### src/rtl/arpm_pkg.sv
// ----------------------------------------------------------------------------
// arpm_pkg
// Types, codes and constants of the response pattern matcher.
// ----------------------------------------------------------------------------
`timescale 1ns / 1ps

package arpm_pkg;

    localparam int RESP_BUF_SIZE = 256;
    localparam int PATTERN_BYTES = 8;

    localparam int PAT_W   = PATTERN_BYTES * 8;
    localparam int CNT_W   = $clog2(RESP_BUF_SIZE);
    localparam int LEN_W   = 4;
    localparam int TICK_W  = 32;
    localparam int REG_W   = 64;
    localparam int IDX_W   = 2;

    localparam int FIFO_DEPTH = 3;
    localparam int FIFO_PTR_W = $clog2(FIFO_DEPTH);
    localparam int FIFO_LVL_W = $clog2(FIFO_DEPTH + 1);

    // Item modes.
    localparam logic [1:0] MODE_BYTE  = 2'd0;
    localparam logic [1:0] MODE_TICK  = 2'd1;
    localparam logic [1:0] MODE_START = 2'd2;

    // Result status codes.
    localparam logic [1:0] ST_PENDING  = 2'd0;
    localparam logic [1:0] ST_OK       = 2'd1;
    localparam logic [1:0] ST_AT_ERROR = 2'd2;
    localparam logic [1:0] ST_TIMEOUT  = 2'd3;

    // Register indexes.
    localparam logic [IDX_W-1:0] CFG_IDX_PATTERN = 2'd0;
    localparam logic [IDX_W-1:0] CFG_IDX_LENGTH  = 2'd1;
    localparam logic [IDX_W-1:0] CFG_IDX_TIMEOUT = 2'd2;

    // Reset values of the registers.
    localparam logic [REG_W-1:0]  RST_PATTERN = 64'd20299;
    localparam logic [LEN_W-1:0]  RST_LENGTH  = 4'd2;
    localparam logic [TICK_W-1:0] RST_TIMEOUT = 32'd1000;

    // Fixed error responses, last character in the lowest byte.
    localparam logic [39:0] TXT_ERROR = 40'h4552524F52;
    localparam logic [31:0] TXT_FAIL  = 32'h4641494C;

    typedef struct packed {
        logic [1:0] mode;
        logic [7:0] rx_byte;
    } t_in_word;

    typedef struct packed {
        logic [1:0] status;
        logic       done_res;
    } t_out_word;

    typedef struct packed {
        logic [REG_W-1:0]  pattern;
        logic [LEN_W-1:0]  length;
        logic [TICK_W-1:0] timeout;
    } t_cfg;

endpackage

### src/rtl/arpm_cfg_regs.sv
// ----------------------------------------------------------------------------
// arpm_cfg_regs
// Configuration register file written through a plain write port.
// ----------------------------------------------------------------------------
`timescale 1ns / 1ps

module arpm_cfg_regs (
    input  logic                      i_clk,
    input  logic                      i_rst_n,
    input  logic                      i_cfg_we,
    input  logic [arpm_pkg::IDX_W-1:0] i_cfg_index,
    input  logic [arpm_pkg::REG_W-1:0] i_cfg_data,
    output arpm_pkg::t_cfg            o_cfg
);
    import arpm_pkg::*;

    t_cfg r_cfg;

    always_ff @(posedge i_clk) begin
        if (!i_rst_n) begin
            r_cfg.pattern <= RST_PATTERN;
            r_cfg.length  <= RST_LENGTH;
            r_cfg.timeout <= RST_TIMEOUT;
        end else if (i_cfg_we) begin
            case (i_cfg_index)
                CFG_IDX_PATTERN: r_cfg.pattern <= i_cfg_data;
                CFG_IDX_LENGTH:  r_cfg.length  <= i_cfg_data[LEN_W-1:0];
                CFG_IDX_TIMEOUT: r_cfg.timeout <= i_cfg_data[TICK_W-1:0];
                default: ;
            endcase
        end
    end

    assign o_cfg = r_cfg;

endmodule

### src/rtl/arpm_core.sv
// ----------------------------------------------------------------------------
// arpm_core
// Input register, wait state and combinational match of the byte window.
// ----------------------------------------------------------------------------
`timescale 1ns / 1ps

module arpm_core (
    input  logic                i_clk,
    input  logic                i_rst_n,
    input  logic                i_valid,
    input  arpm_pkg::t_in_word  i_word,
    input  arpm_pkg::t_cfg      i_cfg,
    output logic                o_busy,
    output logic                o_valid,
    output arpm_pkg::t_out_word o_word
);
    import arpm_pkg::*;

    logic                r_in_valid;
    t_in_word            r_in_word;
    logic [PAT_W-1:0]    r_recent,  n_recent;
    logic [CNT_W-1:0]    r_count,   n_count;
    logic [TICK_W-1:0]   r_elapsed, n_elapsed;
    logic                r_waiting, n_waiting;
    logic                r_ended,   n_ended;

    logic [PAT_W-1:0]    win;
    logic [PAT_W-1:0]    pat_mask;
    logic [LEN_W-1:0]    len_c;
    logic [TICK_W-1:0]   tick_inc;
    logic                hit_err;
    logic                hit_ok;
    t_out_word           res;

    always_ff @(posedge i_clk) begin
        if (!i_rst_n) begin
            r_in_valid <= 1'b0;
        end else begin
            r_in_valid <= i_valid;
        end
    end

    always_ff @(posedge i_clk) begin
        if (i_valid) begin
            r_in_word <= i_word;
        end
    end

    // Window and checks for the byte in the input register.
    always_comb begin
        win      = {r_recent[PAT_W-9:0], r_in_word.rx_byte};
        len_c    = (i_cfg.length > LEN_W'(PATTERN_BYTES)) ? LEN_W'(PATTERN_BYTES)
                                                         : i_cfg.length;
        for (int i = 0; i < PATTERN_BYTES; i++) begin
            pat_mask[i*8 +: 8] = {8{LEN_W'(i) < len_c}};
        end
        hit_err  = ((n_count >= CNT_W'(5)) && (win[39:0] == TXT_ERROR)) ||
                   ((n_count >= CNT_W'(4)) && (win[31:0] == TXT_FAIL));
        hit_ok   = (n_count >= CNT_W'(len_c)) &&
                   ((win & pat_mask) == (i_cfg.pattern[PAT_W-1:0] & pat_mask));
        tick_inc = (r_elapsed == {TICK_W{1'b1}}) ? r_elapsed : r_elapsed + 1'b1;
    end

    always_comb begin
        n_recent     = r_recent;
        n_count      = r_count;
        n_elapsed    = r_elapsed;
        n_waiting    = r_waiting;
        n_ended      = r_ended;
        res.status   = ST_PENDING;
        res.done_res = 1'b0;
        if (r_in_valid) begin
            case (r_in_word.mode)
                MODE_START: begin
                    n_recent  = '0;
                    n_count   = '0;
                    n_elapsed = '0;
                    n_ended   = 1'b0;
                    n_waiting = 1'b1;
                end
                MODE_TICK: begin
                    if (r_waiting) begin
                        n_elapsed = tick_inc;
                        if (tick_inc >= i_cfg.timeout) begin
                            res.status   = ST_TIMEOUT;
                            res.done_res = 1'b1;
                        end
                    end
                end
                MODE_BYTE: begin
                    if (r_waiting) begin
                        if (r_elapsed >= i_cfg.timeout) begin
                            res.status   = ST_TIMEOUT;
                            res.done_res = 1'b1;
                        end else if (r_count < CNT_W'(RESP_BUF_SIZE - 1)) begin
                            n_recent = win;
                            n_count  = r_count + 1'b1;
                            n_ended  = r_ended || (r_in_word.rx_byte == 8'd0);
                            if (!n_ended) begin
                                if (hit_err) begin
                                    res.status   = ST_AT_ERROR;
                                    res.done_res = 1'b1;
                                end else if (hit_ok) begin
                                    res.status   = ST_OK;
                                    res.done_res = 1'b1;
                                end
                            end
                        end
                    end
                end
                default: ;
            endcase
            if (res.done_res) begin
                n_waiting = 1'b0;
            end
        end
    end

    always_ff @(posedge i_clk) begin
        if (!i_rst_n) begin
            r_recent  <= '0;
            r_count   <= '0;
            r_elapsed <= '0;
            r_waiting <= 1'b0;
            r_ended   <= 1'b0;
        end else begin
            r_recent  <= n_recent;
            r_count   <= n_count;
            r_elapsed <= n_elapsed;
            r_waiting <= n_waiting;
            r_ended   <= n_ended;
        end
    end

    assign o_busy  = r_in_valid;
    assign o_valid = r_in_valid;
    assign o_word  = res;

endmodule

### src/rtl/arpm_out_fifo.sv
// ----------------------------------------------------------------------------
// arpm_out_fifo
// Three-entry result queue that decouples the receiver's stall.
// ----------------------------------------------------------------------------
`timescale 1ns / 1ps

module arpm_out_fifo (
    input  logic                            i_clk,
    input  logic                            i_rst_n,
    input  logic                            i_push,
    input  arpm_pkg::t_out_word             i_word,
    input  logic                            i_out_stall,
    output logic                            o_out_valid,
    output arpm_pkg::t_out_word             o_out_word,
    output logic [arpm_pkg::FIFO_LVL_W-1:0] o_level
);
    import arpm_pkg::*;

    t_out_word               r_mem [FIFO_DEPTH];
    logic [FIFO_PTR_W-1:0]   r_wr_ptr, n_wr_ptr;
    logic [FIFO_PTR_W-1:0]   r_rd_ptr, n_rd_ptr;
    logic [FIFO_LVL_W-1:0]   r_level,  n_level;
    logic                    pop;

    always_comb begin
        pop      = (r_level != '0) && !i_out_stall;
        n_wr_ptr = r_wr_ptr;
        n_rd_ptr = r_rd_ptr;
        if (i_push) begin
            n_wr_ptr = (r_wr_ptr == FIFO_PTR_W'(FIFO_DEPTH - 1)) ? '0 : r_wr_ptr + 1'b1;
        end
        if (pop) begin
            n_rd_ptr = (r_rd_ptr == FIFO_PTR_W'(FIFO_DEPTH - 1)) ? '0 : r_rd_ptr + 1'b1;
        end
        n_level = r_level + FIFO_LVL_W'(i_push) - FIFO_LVL_W'(pop);
    end

    always_ff @(posedge i_clk) begin
        if (!i_rst_n) begin
            r_wr_ptr <= '0;
            r_rd_ptr <= '0;
            r_level  <= '0;
        end else begin
            r_wr_ptr <= n_wr_ptr;
            r_rd_ptr <= n_rd_ptr;
            r_level  <= n_level;
        end
    end

    always_ff @(posedge i_clk) begin
        if (i_push) begin
            r_mem[r_wr_ptr] <= i_word;
        end
    end

    assign o_out_valid = (r_level != '0);
    assign o_out_word  = r_mem[r_rd_ptr];
    assign o_level     = r_level;

endmodule

### src/rtl/at_response_pattern_matcher_top.sv
// ----------------------------------------------------------------------------
// at_response_pattern_matcher_top
// Watches a received modem byte stream for an expected response.
// ----------------------------------------------------------------------------
// Usage:
//   Input channel (i_in_valid / o_in_stall / i_in_word): each word is a
//   received byte, a millisecond tick or a start of a new wait. Output
//   channel (o_out_valid / i_out_stall / o_out_word): exactly one result
//   word per input word, in order: status and a done flag that marks the
//   word that ended the wait (ok, at_error or timeout).
//   Configuration: i_cfg_we writes i_cfg_data to the register chosen by
//   i_cfg_index (pattern, length, timeout); write only while idle.
//   Result path: each result passes from the input register into the
//   result queue, which presents it once earlier results are taken.
//   Throughput: one word per cycle unless the receiver stalls, set by the
//   combinational window compare between input register and result queue.
//   Stall: results wait in a three-entry queue; o_in_stall rises once the
//   queued results plus the word in the core reach three, so input keeps
//   flowing for up to three words after the receiver holds off.
//   Reset (i_rst_n low, synchronous): drop all queued results, close any
//   wait and restore the register defaults.
// ----------------------------------------------------------------------------
`timescale 1ns / 1ps

module at_response_pattern_matcher_top (
    input  logic                       i_clk,
    input  logic                       i_rst_n,
    // input words
    input  logic                       i_in_valid,
    output logic                       o_in_stall,
    input  arpm_pkg::t_in_word         i_in_word,
    // result words
    output logic                       o_out_valid,
    input  logic                       i_out_stall,
    output arpm_pkg::t_out_word        o_out_word,
    // configuration writes
    input  logic                       i_cfg_we,
    input  logic [arpm_pkg::IDX_W-1:0] i_cfg_index,
    input  logic [arpm_pkg::REG_W-1:0] i_cfg_data
);
    import arpm_pkg::*;

    t_cfg                  cfg;
    logic                  in_accept;
    logic                  core_busy;
    logic                  core_valid;
    t_out_word             core_word;
    logic [FIFO_LVL_W-1:0] fifo_level;
    logic [FIFO_LVL_W:0]   in_flight;

    // Hold input while queued results plus the word in the core could fill
    // the queue; both terms are registered, so no path from i_out_stall.
    assign in_flight  = {1'b0, fifo_level} + (FIFO_LVL_W + 1)'(core_busy);
    assign o_in_stall = (in_flight >= (FIFO_LVL_W + 1)'(FIFO_DEPTH));
    assign in_accept  = i_in_valid && !o_in_stall;

    arpm_cfg_regs u_cfg (
        .i_clk       (i_clk),
        .i_rst_n     (i_rst_n),
        .i_cfg_we    (i_cfg_we),
        .i_cfg_index (i_cfg_index),
        .i_cfg_data  (i_cfg_data),
        .o_cfg       (cfg)
    );

    // Register the word, update the wait state, evaluate the match.
    arpm_core u_core (
        .i_clk   (i_clk),
        .i_rst_n (i_rst_n),
        .i_valid (in_accept),
        .i_word  (i_in_word),
        .i_cfg   (cfg),
        .o_busy  (core_busy),
        .o_valid (core_valid),
        .o_word  (core_word)
    );

    // Queue results until the receiver takes them.
    arpm_out_fifo u_fifo (
        .i_clk       (i_clk),
        .i_rst_n     (i_rst_n),
        .i_push      (core_valid),
        .i_word      (core_word),
        .i_out_stall (i_out_stall),
        .o_out_valid (o_out_valid),
        .o_out_word  (o_out_word),
        .o_level     (fifo_level)
    );

endmodule

### config.mk
export PLATFORM = sky130hd
export DESIGN_NAME = at_response_pattern_matcher_top
export DESIGN_NICKNAME = d
export VERILOG_FILES = /design/src/rtl/arpm_pkg.sv /design/src/rtl/arpm_cfg_regs.sv /design/src/rtl/arpm_core.sv /design/src/rtl/arpm_out_fifo.sv /design/src/rtl/at_response_pattern_matcher_top.sv
export SDC_FILE = /design/constraint.sdc
export NUM_CORES = 1
export LEC_CHECK = 0
export BUFFER_PORTS_ARGS = -buffer_cell sky130_fd_sc_hd__buf_4
export CAP_MARGIN = 20
export CORE_MARGIN = 1.5
export CORE_UTILIZATION = 30
export CTS_CLUSTER_SIZE = 8
export DETAILED_ROUTE_END_ITERATION = 16
export PLACE_DENSITY = 0.46
export SYNTH_ARGS = -nofsm -noshare
export SYNTH_HDL_FRONTEND = slang
export SYNTH_SLANG_ARGS = --single-unit
### constraint.sdc
create_clock -name i_clk -period 4.77 [get_ports i_clk]
set_clock_uncertainty 0.2 [all_clocks]
set_input_delay 0.954 -clock i_clk [delete_from_list [all_inputs] [get_ports i_clk]]
set_output_delay 0.954 -clock i_clk [all_outputs]
set_load 0.01 [all_outputs]
-- Word-level counts from Yosys, hierarchy flattened
Memory sizes are Yosys's and may differ from the RTL's. A register that Yosys moved wholly into a read port is not among the register bits.
Index checks and enable logic that the tools add are counted.
- flip-flop bits (word level): 215
- bits in writable memories: 9
- input bits: 81
- output and inout bits: 5
- memories: 1
- memory list (memory ; depth ; width ; read ports ; clocked after Yosys merged registers in ; write ports ; line ; text):
    u_fifo.r_mem ; 3 ; 3 ; 1 ; 1 ; 1 ; arpm_out_fifo.sv:19 ; t_out_word r_mem [FIFO_DEPTH];
- add/subtract/negate cells: 7
- order comparisons: 16
- equal/unequal tests: 14
- mux-type cells: 36
- bitwise logic cells: 2
- reduce and logical (&&, ||, !) cells: 22
- operators by type and width (kind ; count):
    $mux 56 ; 3
    $and 64x64->64 ; 2
    $pmux 56 s2 ; 1
    $eq 64x64->1 ; 1
    $ge 32x32->1 ; 2
    $mux 32 ; 2
    $pmux 32 s2 ; 1
    $eq 40x39->1 const B ; 1
    $add 32x1->32 const B ; 1
    $eq 32x31->1 const B ; 1
    $eq 32x32->1 const B ; 1
    $mux 8 ; 4
    $mux 3 ; 9
    $ge 8x3->1 const B ; 2
    $lt 3x4->1 const A ; 4
    $pmux 8 s2 ; 1
    $mux 2 ; 5
    $add 8x1->8 const B ; 1
    $eq 2x2->1 const B ; 4
    $ge 8x4->1 ; 1
    $logic_not 8->1 ; 1
    $lt 1x4->1 const A ; 2
    $lt 2x4->1 const A ; 2
    $lt 8x8->1 const B ; 1
    21 further kinds ; 44

-- Depth between registers and ports, before layout
Gate-level depths: netlist of run 1.
- depth after elaboration: 18
- mapped depth: 19

-- By module
From an unflattened synthesis of run 1, not the netlist that was laid out.
- cells, all modules: 1416
- area, all modules: 12590.8 µm²
- modules (own cells, without submodules) (module ; times used ; cells each ; area an instance (µm²)):
    arpm_core ; 1 ; 949 ; 7831.3
    arpm_cfg_regs ; 1 ; 408 ; 4033.9
    arpm_out_fifo ; 1 ; 54 ; 683.2
    at_response_pattern_matcher_top ; 1 ; 5 ; 42.5

-- Least setup slack after synthesis of run 1
Ideal clock, no wire load.
- path type: register -> register
- from: register u_core.r_elapsed[29]
- to: memory u_fifo.r_mem[0][1] (netlist bit) (data pin)
- library setup time: 0.279 ns
- arrival: 3.811 ns
- setup slack: 0.480 ns
- cell stages (with the launch flop): 17
- cells stage by stage: dfxtp_1 -> ha_1 -> nand4_1 -> or4_1 -> a21oi_1 -> or4b_1 -> clkbuf_1 -> nor3b_2 -> mux2_2 -> a21oi_1 -> ha_1 -> nand2b_1 -> a21o_1 -> maj3_1 -> a211oi_1 -> or3_1 -> o21ai_1
- RTL lines (element ; line ; text):
    start, declared ; arpm_core.sv:23 ; logic [TICK_W-1:0] r_elapsed, n_elapsed;
    start signal, assigned ; arpm_core.sv:129 ; r_elapsed <= n_elapsed;
    end, declared ; arpm_out_fifo.sv:19 ;

==> results.py, run 1 <==
metrics = {
    "die": {
        "die_area_um2": 41200,
        "die_w_um": 203,
        "row_count": 73,
        "core_um2": 39600,
        "initial_core_util_pct": 30.3,
        "io_pins": 86,
        "die_y_um": 203,
    },
    "timing": {
        "period_needed_ps": 4540,
        "max_slew.worst_pin.slew_ps": 964,
        "fmax_ghz": 0.220,
        "relSlewSlack_pct": 35.7,
        "setup_viol": 0,
        "setup_tns_ps": 0,
        "post-route-period-util_pct": 95.1,
        "slew_violations": 0,
        "finalHoldViolations": 0,
        "grt_setup_unrepaired": "false",
    },
    "clock_tree": {
        "clockBufferDepth": 3,
        "clock-sinks": 226,
        "cts_tree": "yes",
        "cts_buffers": 34,
        "htree_num_levels": 2,
        "ctsHoldBuffers": 0,
        "clk-insertion-delay-late_ps": 520,
        "path_clk_slew_ps": 60,
        "cts_resized": 0,
        "post-cts-setup-buffer-count": 0,
        "root_buffer": "clkbuf_16",
    },
    "yosys": {
        "synth_warnings": 0,
        "synth.area.top_cells": "dfxtp_1 35%, nand2_1 9.6%, a21boi_0 8.8%",
        "ys.flop_type": "dfxtp_1",
        "yosysTopAreaCellShare_pct": 34.5,
        "synth_cell_types": 61,
        "synth_largest_area_cell": "dfxtp_1",
        "ys_seq_area_share_pct": 39.3,
        "yosysMostFrequentCell": "nand2_1",
        "synth_cells": 1432,
        "ys_async_sr_fraction_pct": 0,
        "synth_edf_count": 19,
        "ys_top_cells_by_count": "308 x nand2_1, 207 x dfxtp_1, 140 x a21boi_0, 91 x nand3_1, 74 x ha_1",
        "syn_nets": 1587,
        "avgSynthCellArea_um2": 8.38,
        "syn_area_um2": 12000,
        "ys_seq_elements": 226,
    },
    "critical_path": {
        "crit_path_max_fanout": 7,
        "arrival_ps": 4580,
        "cp.required_ps": 4810,
        "critPathKind": "register to register",
        "worstSetupEndpointType": "register",
        "start_kind": "register",
    },
    "drt": {
        "vias": 10100,
        "drt-wirelength-per-cell_um": 17.3,
        "first_iter_violations": 463,
        "top_layer_used": "met4",
        "drtAntennaViolNets": 0,
        "dr.pass1.iters": 5,
        "avgViaCountPerCell": 4.91,
        "m1WireLength_um": 17400,
        "wl_met3_um": 1690,
        "wl_met2_um": 15800,
        "drt-total-wl_um": 35600,
        "drc_errors": 0,
    },
    "outcome": {
        "status": "complete, no violations",
    },
    "grt": {
        "overflow": 0,
        "antenna_found_initial": 0,
        "grt_pass1_wl_um": 56500,
        "grt_max_degree": 99,
        "grt_pass1_vias": 9847,
        "grt_use_total_pct": 17.5,
    },
    "placed_design": {
        "place_congestion": 0.849,
        "port_buffers": 85,
        "place_area_um2": 13400,
        "dpl.hpwl_um": 25300,
    },
    "power": {
        "leakage_nw": 5.48,
        "power.density_nw_per_um2": 327,
        "vdd_drop_max_mv": 0.205,
    },
    "cells_and_area": {
        "drive_gt1_share_pct": 12.4,
        "diodes": 0,
        "fin_nets": 1675,
        "syn2layout_area_growth_pct": 19.8,
        "finalInstanceArea_um2": 14400,
    },
    "job": {
        "cap_violations": 0,
    },
    "min_path": {
        "hp-class": "register to register",
    },
}
==> per-stage QoR <==
step | std cells | hold slack [ps] | total power, W | utilization (%) | worst slack, ps
floorplan | 1432 | 243 | 0.00234 | - | 480
global placement | 2008 | 254 | 0.00255 | 33.7 | 279
detailed placement | 2008 | 258 | 0.00255 | 33.7 | 243
CTS | 2056 | 265 | 0.00479 | 36.1 | 205
global route | 2057 | 286 | 0.00493 | 36.3 | 4.85
finish | 2057 | 260 | 0.00470 | 36.3 | 235
==> state kept, by name, summed over array words and instances (netlist names), 2 cells and up, named ones only <==
signal and flops:
u_fifo.r_mem 9, u_core.r_recent 56, u_cfg.o_cfg 100, u_core.r_in_word 10, u_core.r_count 8, u_fifo.r_wr_ptr 2, u_fifo.o_level 2, u_fifo.r_rd_ptr 2
u_core.r_elapsed 32
==> cell usage in the layout (no fill, tap or decap), types with 13 or more instances in the layout <==
cell type,count
nand2_1,308
dfxtp_1,205
a21boi_0,140
buf_4,127
nand3_1,91
ha_1,74
xnor2_1,68
inv_1,45
a21oi_1,44
nor2b_1,42
nor2_1,37
clkbuf_16,35
nand4_1,34
xor2_1,32
o21ai_0,27
nor3_1,21
a22oi_1,20
edfxtp_1,19
a21o_1,15
nor4_1,14
and3_1,13
==> metal layers <==
layer,GRT usage [%],vias up
met5,0,-
met4,5.16,0
met3,3.05,49
met2,27.7,206
met1,24.2,4706
li1,-,5138
==> final cells by class <==
| cell class | count | area, um^2 |
|---|---|---|
| Clock inverter | 2 | 32.5 |
| Clock buffer | 46 | 917 |
| Inverter | 45 | 169 |
| Fill cell | 4201 | 25300 |
| Tap cell | 525 | 657 |
| Multi-Input combinational cell | 1084 | 6880 |
| Timing Repair Buffer | 129 | 1000 |
| Sequential cell | 226 | 4720 |
==> report_power, final <==
group          total (W)  internal [W]  switching [W]
Sequential       0.00205       0.00198      0.0000710
Combinational   0.000454      0.000194       0.000260
Clock            0.00220       0.00133       0.000867
Total            0.00470       0.00351        0.00120
==> path summary, 6_finish.rpt <==
check | startpoint | endpoint | slack [ps] | cells past startpoint
worst max-delay path | u_core.r_elapsed[27]$_SDFFE_PN0P_ | u_fifo.r_mem[0][1]$_DFFE_PP_ | 230 | 15
worst min-delay path | u_cfg.o_cfg[23]$_SDFFE_PN0P_ | u_cfg.o_cfg[23]$_SDFFE_PN0P_ | 260 | 2
worst max register to register | u_core.r_elapsed[27]$_SDFFE_PN0P_ | u_fifo.r_mem[0][1]$_DFFE_PP_ | 230 | 15
worst min register to register | u_cfg.o_cfg[23]$_SDFFE_PN0P_ | u_cfg.o_cfg[23]$_SDFFE_PN0P_ | 260 | 2
==> kinds of logic (layout without fill, tap and decap cells) <==
logic type | Yosys count | count (layout) | share of synthesized area, %
DFF | 226 | 226 | 39.3
adders and majority gates | 75 | 75 | 7.80
xor gates and xnor gates | 100 | 100 | 7.30
buffers and inverters | 122 | 222 | 3.82
and+or+nand+nor | 615 | 615 | 24.2
AOI/OAI and AO/OA | 283 | 283 | 16.6
muxes | 11 | 11 | 0.980
==> critical path, stage by stage, from the launching register on <==
cell,delay [ps]
dfxtp_1,440
ha_1,300
nand4_1,140
or4_1,230
a21oi_1,60
or4b_1,590
nor3b_2,260
mux2_2,380
a21oi_1,170
ha_1,260
nand2b_1,150
a21o_1,180
maj3_1,320
a211oi_1,290
or3_1,180
o21ai_1,110
Power figures use the tool's default switching activity.
==> run 2: changes to the inputs <==
--- a/config.mk
+++ b/config.mk
@@ -7,3 +7,2 @@
 export LEC_CHECK = 0
-export BUFFER_PORTS_ARGS = -buffer_cell sky130_fd_sc_hd__buf_4
 export CAP_MARGIN = 20
@@ -13,3 +12,3 @@
 export DETAILED_ROUTE_END_ITERATION = 16
-export PLACE_DENSITY = 0.46
+export DONT_BUFFER_PORTS = 1
 export SYNTH_ARGS = -nofsm -noshare
--- a/constraint.sdc
+++ b/constraint.sdc
@@ -4,2 +4,2 @@
 set_output_delay 0.954 -clock i_clk [all_outputs]
-set_load 0.01 [all_outputs]
+set_load 0.005 [all_outputs]
==> run 2 against run 1 <==
Net effect:
- critical endpoint unchanged
- first-iteration DRC count grew 40%
- fmax is essentially flat
- register-to-register slack about the same
- worst setup slack got worse by 3.5 ps
- clock-buffer cell count down 2
- design area fell by 4.1%
- sequential share of layout area grew 1.4 points
- largest cell class unchanged
- critical path depth is the same
- largest power group unchanged
==> results.py, run 2 (synthesis gave the netlist of run 1 again) <==
metrics = {
    "outcome": {
        "status": "complete, no violations",
    },
    "timing": {
        "fin_ws_ps": 231,
        "setup_viol": 0,
        "setup_tns_ps": 0,
        "fmax_ghz": 0.220,
        "whs_ps": 260,
        "grt_setup_unrepaired": "false",
        "slew_violations": 0,
        "relSlewSlack_pct": 31.2,
        "finalHoldViolations": 0,
        "post-route-period-util_pct": 95.2,
        "period_needed_ps": 4540,
        "max_slew.worst_pin.slew_ps": 1030,
    },
    "clock_tree": {
        "htree_num_levels": 2,
        "clockBufferDepth": 3,
        "root_buffer": "clkbuf_16",
        "cts_buffers": 34,
        "clock-sinks": 226,
        "ctsHoldBuffers": 0,
        "path_clk_slew_ps": 50,
        "clk-insertion-delay-late_ps": 520,
        "cts_tree": "yes",
    },
    "placed_design": {
        "dp_slack_ps": 273,
        "dpl.hpwl_um": 23700,
        "port_buffers": 0,
        "place_congestion": 0.849,
    },
    "grt": {
        "grt_use_total_pct": 16.1,
        "overflow": 0,
        "antenna_found_initial": 1,
        "grt_pass1_vias": 9691,
        "grt_max_degree": 207,
        "grt_pass1_wl_um": 52700,
    },
    "die": {
        "io_pins": 86,
        "die_y_um": 203,
        "initial_core_util_pct": 30.3,
        "die_w_um": 203,
        "die_area_um2": 41200,
        "core_um2": 39600,
        "row_count": 73,
    },
    "power": {
        "pwr-share-comb_pct": 7.5,
        "switching_power_w": 0.00114,
        "leakage_nw": 5.13,
        "p_seq_share_pct": 44.6,
        "power.density_nw_per_um2": 333,
        "netSwitchingFraction_pct": 24.7,
        "p_int_w": 0.00346,
        "vdd_drop_max_mv": 0.211,
        "p_clk_share_pct": 47.9,
    },
    "critical_path": {
        "crit_path_max_fanout": 7,
        "setup.worst_path.start": "u_core.r_elapsed[27]$_SDFFE_PN0P_",
        "path_delay_family": "simple AND/OR/NAND/NOR gates",
        "path_buf_inv": 0,
        "cpPeakStageDelay_ps": 560,
        "crit_slowest_cell": "or4b_1",
        "cp_cell_sequence": "ha_1 -> nand4_1 -> or4_1 -> a21oi_1 -> or4b_1 -> nor3b_2 -> mux2_2 -> a21oi_1 -> ha_1 -> nand2b_1 -> a21o_1 -> maj3_1 -> a211oi_1 -> or3_1 -> o21ai_1",
        "cp.required_ps": 4820,
        "reg2reg_from": "u_core.r_elapsed[27]$_SDFFE_PN0P_",
        "critPathKind": "register to register",
        "worstSetupEndpointType": "register",
        "start_kind": "register",
        "arrival_ps": 4590,
    },
    "cells_and_area": {
        "syn2layout_area_growth_pct": 14.9,
        "drive_gt1_share_pct": 7.75,
        "layout_commonest_cell": "nand2_1",
        "seqCellArea_um2": 4710,
        "largest_register_ffs": 100,
        "fin_nets": 1602,
        "multi_input_area_um2": 6870,
        "nFillCells": 4170,
        "layout_common_cells": "308 x nand2_1, 207 x dfxtp_1, 140 x a21boi_0",
        "diodes": 0,
    },
    "drt": {
        "avgViaCountPerCell": 5.07,
        "drc_errors": 0,
        "vias": 10100,
        "drt-wirelength-per-cell_um": 16.8,
        "dr.pass1.iters": 5,
        "first_iter_violations": 650,
        "drt-total-wl_um": 33300,
        "drtAntennaViolNets": 0,
    },
    "min_path": {
        "min-delay-start": "u_cfg.o_cfg[12]$_SDFFE_PN0P_",
        "hp-class": "register to register",
    },
    "job": {
        "cap_violations": 0,
    },
}
-- run 2: cell count changes in the layout (fill, tap and decap cells not counted), sizes merged --
cell | before | now
buf | 129 | 56
clkbuf | 46 | 44
inv | 45 | 47
clkinv | 2 | 1
-- run 2: final cells by class --
class,count,area share (%)
Clock buffer,44,6.67
Clock inverter,3,0.245
Sequential cell,226,34.2
Multi-Input combinational cell,1084,49.8
Timing Repair Buffer,56,3.14
Inverter,45,1.22
Tap cell,525,4.76
-- run 2: metrics by stage --
step | power [W] | util, % | cell area, um^2 | std cells
final | 0.00460 | 34.8 | 13800 | 1983
after detailed placement | 0.00243 | 32.4 | 12800 | 1935
after global routing | 0.00477 | 34.8 | 13800 | 1983
after floorplan | 0.00234 | - | 12000 | 1432
after global placement | 0.00243 | 32.4 | 12800 | 1935
after CTS | 0.00465 | 34.8 | 13800 | 1982
-- run 2: worst reg2reg max path, delay by kind of cell, from the launching register on --
family / cells / cell delay [ps]
adder cells (fa/ha/maj): 3 / 890
flip-flops: 1 / 460
AND/OR/NAND/NOR: 6 / 1520
AO/OA/AOI/OAI: 5 / 830
multiplexers: 1 / 370
-- run 2: routing by layer --
metal  routed length, um  up-vias  track usage, %
met5                   9        -               0
met4                 953        2            5.50
met3                2730       67            4.80
met2               14300      280            24.4
met1               15400     4729            21.6
li1                    -     4978               -
-- run 2: timing repair --
| item | in CTS | in global routing |
|---|---|---|
| gates resized for setup | 0 | 1 |
| buffers inserted | 0 | 1 |
| hold endpoints to repair | 0 | 0 |
| endpoints found under the setup margin | 0 | 7 |
-- run 2: final timing paths --
path | endpoint | slack, ps | cells after the start
max | u_fifo.r_mem[0][1]$_DFFE_PP_ | 230 | 15
min | u_cfg.o_cfg[12]$_SDFFE_PN0P_ | 260 | 2
max reg2reg | u_fifo.r_mem[0][1]$_DFFE_PP_ | 230 | 15
min reg2reg | u_cfg.o_cfg[12]$_SDFFE_PN0P_ | 260 | 2
-- run 2: power groups by stage --
stage               Combinational, W  Sequential [W]  Clock [W]
global route                0.000387         0.00206    0.00232
floorplan                   0.000277         0.00206          0
detailed placement          0.000347         0.00209          0
global placement            0.000339         0.00209          0
CTS                         0.000348         0.00205    0.00225
finish                      0.000347         0.00205    0.00220
